### config.mk
export PLATFORM = sky130hd
export DESIGN_NAME = dchs_sqrt_cell
export DESIGN_NICKNAME = d
export VERILOG_FILES = /design/src/sv/dchs_sqrt_cell.sv
export SDC_FILE = /design/constraint.sdc
export NUM_CORES = 1
export LEC_CHECK = 0
export BUFFER_PORTS_ARGS = -buffer_cell sky130_fd_sc_hd__buf_2
export CORE_ASPECT_RATIO = 0.7
export CORE_MARGIN = 2
export CORE_UTILIZATION = 42
export DETAILED_ROUTE_END_ITERATION = 8
export PLACE_DENSITY = 0.72
export SLEW_MARGIN = 5
export SYNTH_ARGS = -nofsm -noshare
export SYNTH_HDL_FRONTEND = slang
export SYNTH_SLANG_ARGS = --single-unit
### constraint.sdc
create_clock -name clk_i -period 7.25 [get_ports clk_i]
set_input_delay 2.175 -clock clk_i [delete_from_list [all_inputs] [get_ports clk_i]]
set_output_delay 2.175 -clock clk_i [all_outputs]
set_load 0.03 [all_outputs]
### src/sv/dchs_sqrt_cell.sv
// one root bit of the square root chain
`default_nettype none
module dchs_sqrt_cell #(
  parameter int NB  = 38,
  parameter int SBW = 41
) (
  input  wire logic            clk_i,
  input  wire logic            rst_ni,
  input  wire logic            in_valid_i,
  output logic                 in_ready_o,
  input  wire logic [2*NB-1:0] rad_i,
  input  wire logic [NB+1:0]   rem_i,
  input  wire logic [NB-1:0]   root_i,
  input  wire logic [SBW-1:0]  side_i,
  output logic                 out_valid_o,
  input  wire logic            out_ready_i,
  output logic [2*NB-1:0]      rad_o,
  output logic [NB+1:0]        rem_o,
  output logic [NB-1:0]        root_o,
  output logic [SBW-1:0]       side_o
);
  logic            v_q;
  logic [NB+3:0]   cat, trial, diff;
  logic            ge;
  logic [2*NB-1:0] rad_q;
  logic [NB+1:0]   rem_q;
  logic [NB-1:0]   root_q;
  logic [SBW-1:0]  side_q;

  assign in_ready_o = !v_q || out_ready_i;
  assign cat   = {rem_i, rad_i[2*NB-1 -: 2]};
  assign trial = {2'b00, root_i, 2'b01};
  assign ge    = (cat >= trial);
  assign diff  = cat - trial;

  always_ff @(posedge clk_i or negedge rst_ni) begin
    if (!rst_ni) begin
      v_q <= 1'b0;
    end else if (in_ready_o) begin
      v_q <= in_valid_i;
    end
  end

  always_ff @(posedge clk_i) begin
    if (in_ready_o && in_valid_i) begin
      rem_q  <= ge ? diff[NB+1:0] : cat[NB+1:0];
      root_q <= {root_i[NB-2:0], ge};
      rad_q  <= {rad_i[2*NB-3:0], 2'b00};
      side_q <= side_i;
    end
  end

  assign out_valid_o = v_q;
  assign rad_o  = rad_q;
  assign rem_o  = rem_q;
  assign root_o = root_q;
  assign side_o = side_q;

endmodule
`default_nettype wire

==> run_results.csv <==
group,metric,value,unit
floorplanning,die_w,179,um
floorplanning,die_area,22700,um^2
logic_synthesis,async_flop_share,0.515,%
routing,via_per_inst,5.09,
sta,min_period,5330,ps
cts,clk_path_buf_depth,2,
critical_path,crit_fanout,19,
cts,cts_sinks,194,
sta,relSlewSlack,38.5,%
global_routing,grt_use_total,21.5,%
final_layout,area_delta_synth_final,31.1,%
floorplanning,die_h,127,um
sta,finalMaxSlewViolations,0,
floorplanning,start_util,43.2,%
logic_synthesis,synth_ff_type,"edfxtp_1",
place,place_congestion,0.854,
place,pre_cts_ws,1470,ps
global_routing,grt_pass1_vias,6515,
cts,cts_tree,"done",
place,place_area,11300,um^2
sta,fin_tns_setup,0,ps
run,drv_cap,0,
final_layout,drive_above_1_share,46.1,%
logic_synthesis,seq_area_frac_synth,64.3,%
floorplanning,ios,396,
place,portBuffers,393,
final_layout,mostFrequentLayoutCells,"buf_2 (393), edfxtp_1 (193), inv_1 (46)",
sta,hold-worst-slack,605,ps
critical_path,crit_type,"primary input to register",
cts,post_cts_buffers,0,
floorplanning,core_area,20900,um^2
pwr,power_density,247,nW/um^2
pwr,peakVddDrop,0.124,mV
cts,clkSlewWorstSetupHoldPaths,70,ps
logic_synthesis,netlist_area,9050,um^2
sta,fin_worst_skew,9.63,ps
final_layout,nNetsFinal,1261,
logic_synthesis,syn_inst,625,
sta,rsz0062_at_grt,"no",
cts,cts_buffers,17,
critical_path,startpoint_type,"primary input",
sta,timing.final.crit_share,73.5,%
pwr,leakagePower,0.00527,uW
logic_synthesis,ys_ff_latch,194,
cts,ctsResizeCount,0,
routing,drtAntennaViolNets,0,
cts,cts_hold_buffers,0,
global_routing,grt.overflow.total,0,
run_status,status,"finished, final reports clean",
floorplanning,rows,44,
logic_synthesis,synth_edf_count,193,
cts,root_buffer,"clkbuf_16",
cts,insertion_delay,440,ps
routing,first_iter_violations,397,
sta,max_freq,188,MHz
critical_path,cp-end-kind,"register",
cts,htreeDepth,4,
routing,num_vias,6678,
final_layout,fin_util,56.7,%
global_routing,grt_antenna_before_repair,3,
place,dp_hpwl,19.9,mm
critical_path,cp.arrival,5510,ps
routing,drc,0,
sta,worst_pin_slew,923,ps
logic_synthesis,syn_avg_cell_area,14.5,um^2
global_routing,grt_pass1_wl,37.1,mm
routing,wire_per_inst,19.0,um
final_layout,final_common_cell,"buf_2",
global_routing,grt_max_degree,76,
sta,fin_ws,1920,ps
logic_synthesis,yosys_warnings,0,
critical_path,crit_required,7440,ps
final_layout,design_area,11900,um^2
routing,firstDrtPassIters,5,
sta,finalSetupViolCount,0,
sta,hold_viol,0,
routing,finalWirelength,24.9,mm
hold_path,hp-class,"register to register",
logic_synthesis,synth_cell_types,67,
[cell usage after synthesis, drive strengths merged (5+ instances only)]
master  number  area [um^2]
a21o        20          150
a21oi       33          165
and2         9         58.8
and3         6         38.8
buf         13          101
clkbuf       7         27.5
edfxtp     193         5800
ha          40          500
inv         46          173
mux2        38          567
nand2       33          124
nand2b       5         31.3
nand3       15         75.1
nand4        6         37.5
nor2        25         93.8
nor3         9         45.0
o21ai       15         75.1
o21bai       7         52.6
o31ai        5         37.5
xnor2       21          184
xor2        16          140
[where the power goes]
| group | leakage [uW] | switching (uW) | internal (uW) |
|---|---|---|---|
| Combinational | 0.00314 | 392 | 249 |
| Clock | 0.000284 | 446 | 490 |
| Sequential | 0.00185 | 18.4 | 1330 |
[metrics by stage]
| step | total power (uW) | cells |
|---|---|---|
| 2_1_floorplan | 1830 | 626 |
| 3_3_place_gp | 2010 | 1279 |
| 3_5_place_dp | 2020 | 1279 |
| 4_1_cts | 2950 | 1311 |
| 5_1_grt | 3040 | 1311 |
| 6_report | 2930 | 1312 |
[registers in the layout, summed over array words and instances (netlist names)]
name / cells
root_o: 38
rad_o: 74
rem_o: 40
out_valid_o: 1
side_o: 41
[kinds of logic after synthesis]
| family | Yosys count | synth area share, % |
|---|---|---|
| muxes | 40 | 6.49 |
| and+or+nand+nor | 121 | 6.68 |
| xor gates and xnor gates | 37 | 3.58 |
| buffers and inverters | 66 | 3.33 |
| adders and majority gates | 40 | 5.53 |
| other | 1 | 0.0415 |
| DFF | 194 | 64.3 |
| AOI/OAI and AO/OA | 126 | 10.0 |
[routing by layer]
metal	vias up	part of all wire, %	GRT usage [%]
met3	25	6.9	5.91
met4	2	1.4	5.98
met1	3227	43	27.8
li1	3163	-	-
met5	-	0.052	0
met2	261	49	35.9
[worst paths after layout]
| kind | start | endpoint | slack [ps] | depth (start not counted) |
|---|---|---|---|---|
| max | rem_i[19] | rem_o[39]$_DFFE_PP_ | 1920 | 11 |
| min | out_valid_o$_DFFE_PN0N_ | out_valid_o$_DFFE_PN0N_ | 610 | 2 |
| max reg2reg | out_valid_o$_DFFE_PN0N_ | side_o[4]$_DFFE_PP_ | 4880 | 3 |
| min reg2reg | out_valid_o$_DFFE_PN0N_ | out_valid_o$_DFFE_PN0N_ | 610 | 2 |
| max in group asynchronous | rst_ni | out_valid_o$_DFFE_PN0N_ | 5620 | 1 |
| min in group asynchronous | rst_ni | out_valid_o$_DFFE_PN0N_ | 1530 | 1 |
[worst max-delay path, cell delays in order]
cell	delay, ps
buf_2	100
ha_1	380
a21oi_1	250
o21ai_1	110
a311o_1	350
a21oi_1	250
a311oi_2	190
or3_4	380
a31oi_4	480
buf_4	440
mux2_2	380
[cell type report]
class	count	area, um^2
Fill cell	1805	9060
Sequential cell	194	5820
Multi-Input combinational cell	366	2930
Timing Repair Buffer	397	2010
Clock buffer	19	433
Tap cell	276	345
Inverter	46	173
Clock inverter	13	141
Antenna cell	1	2.50
(Power assumes the default switching activity.)
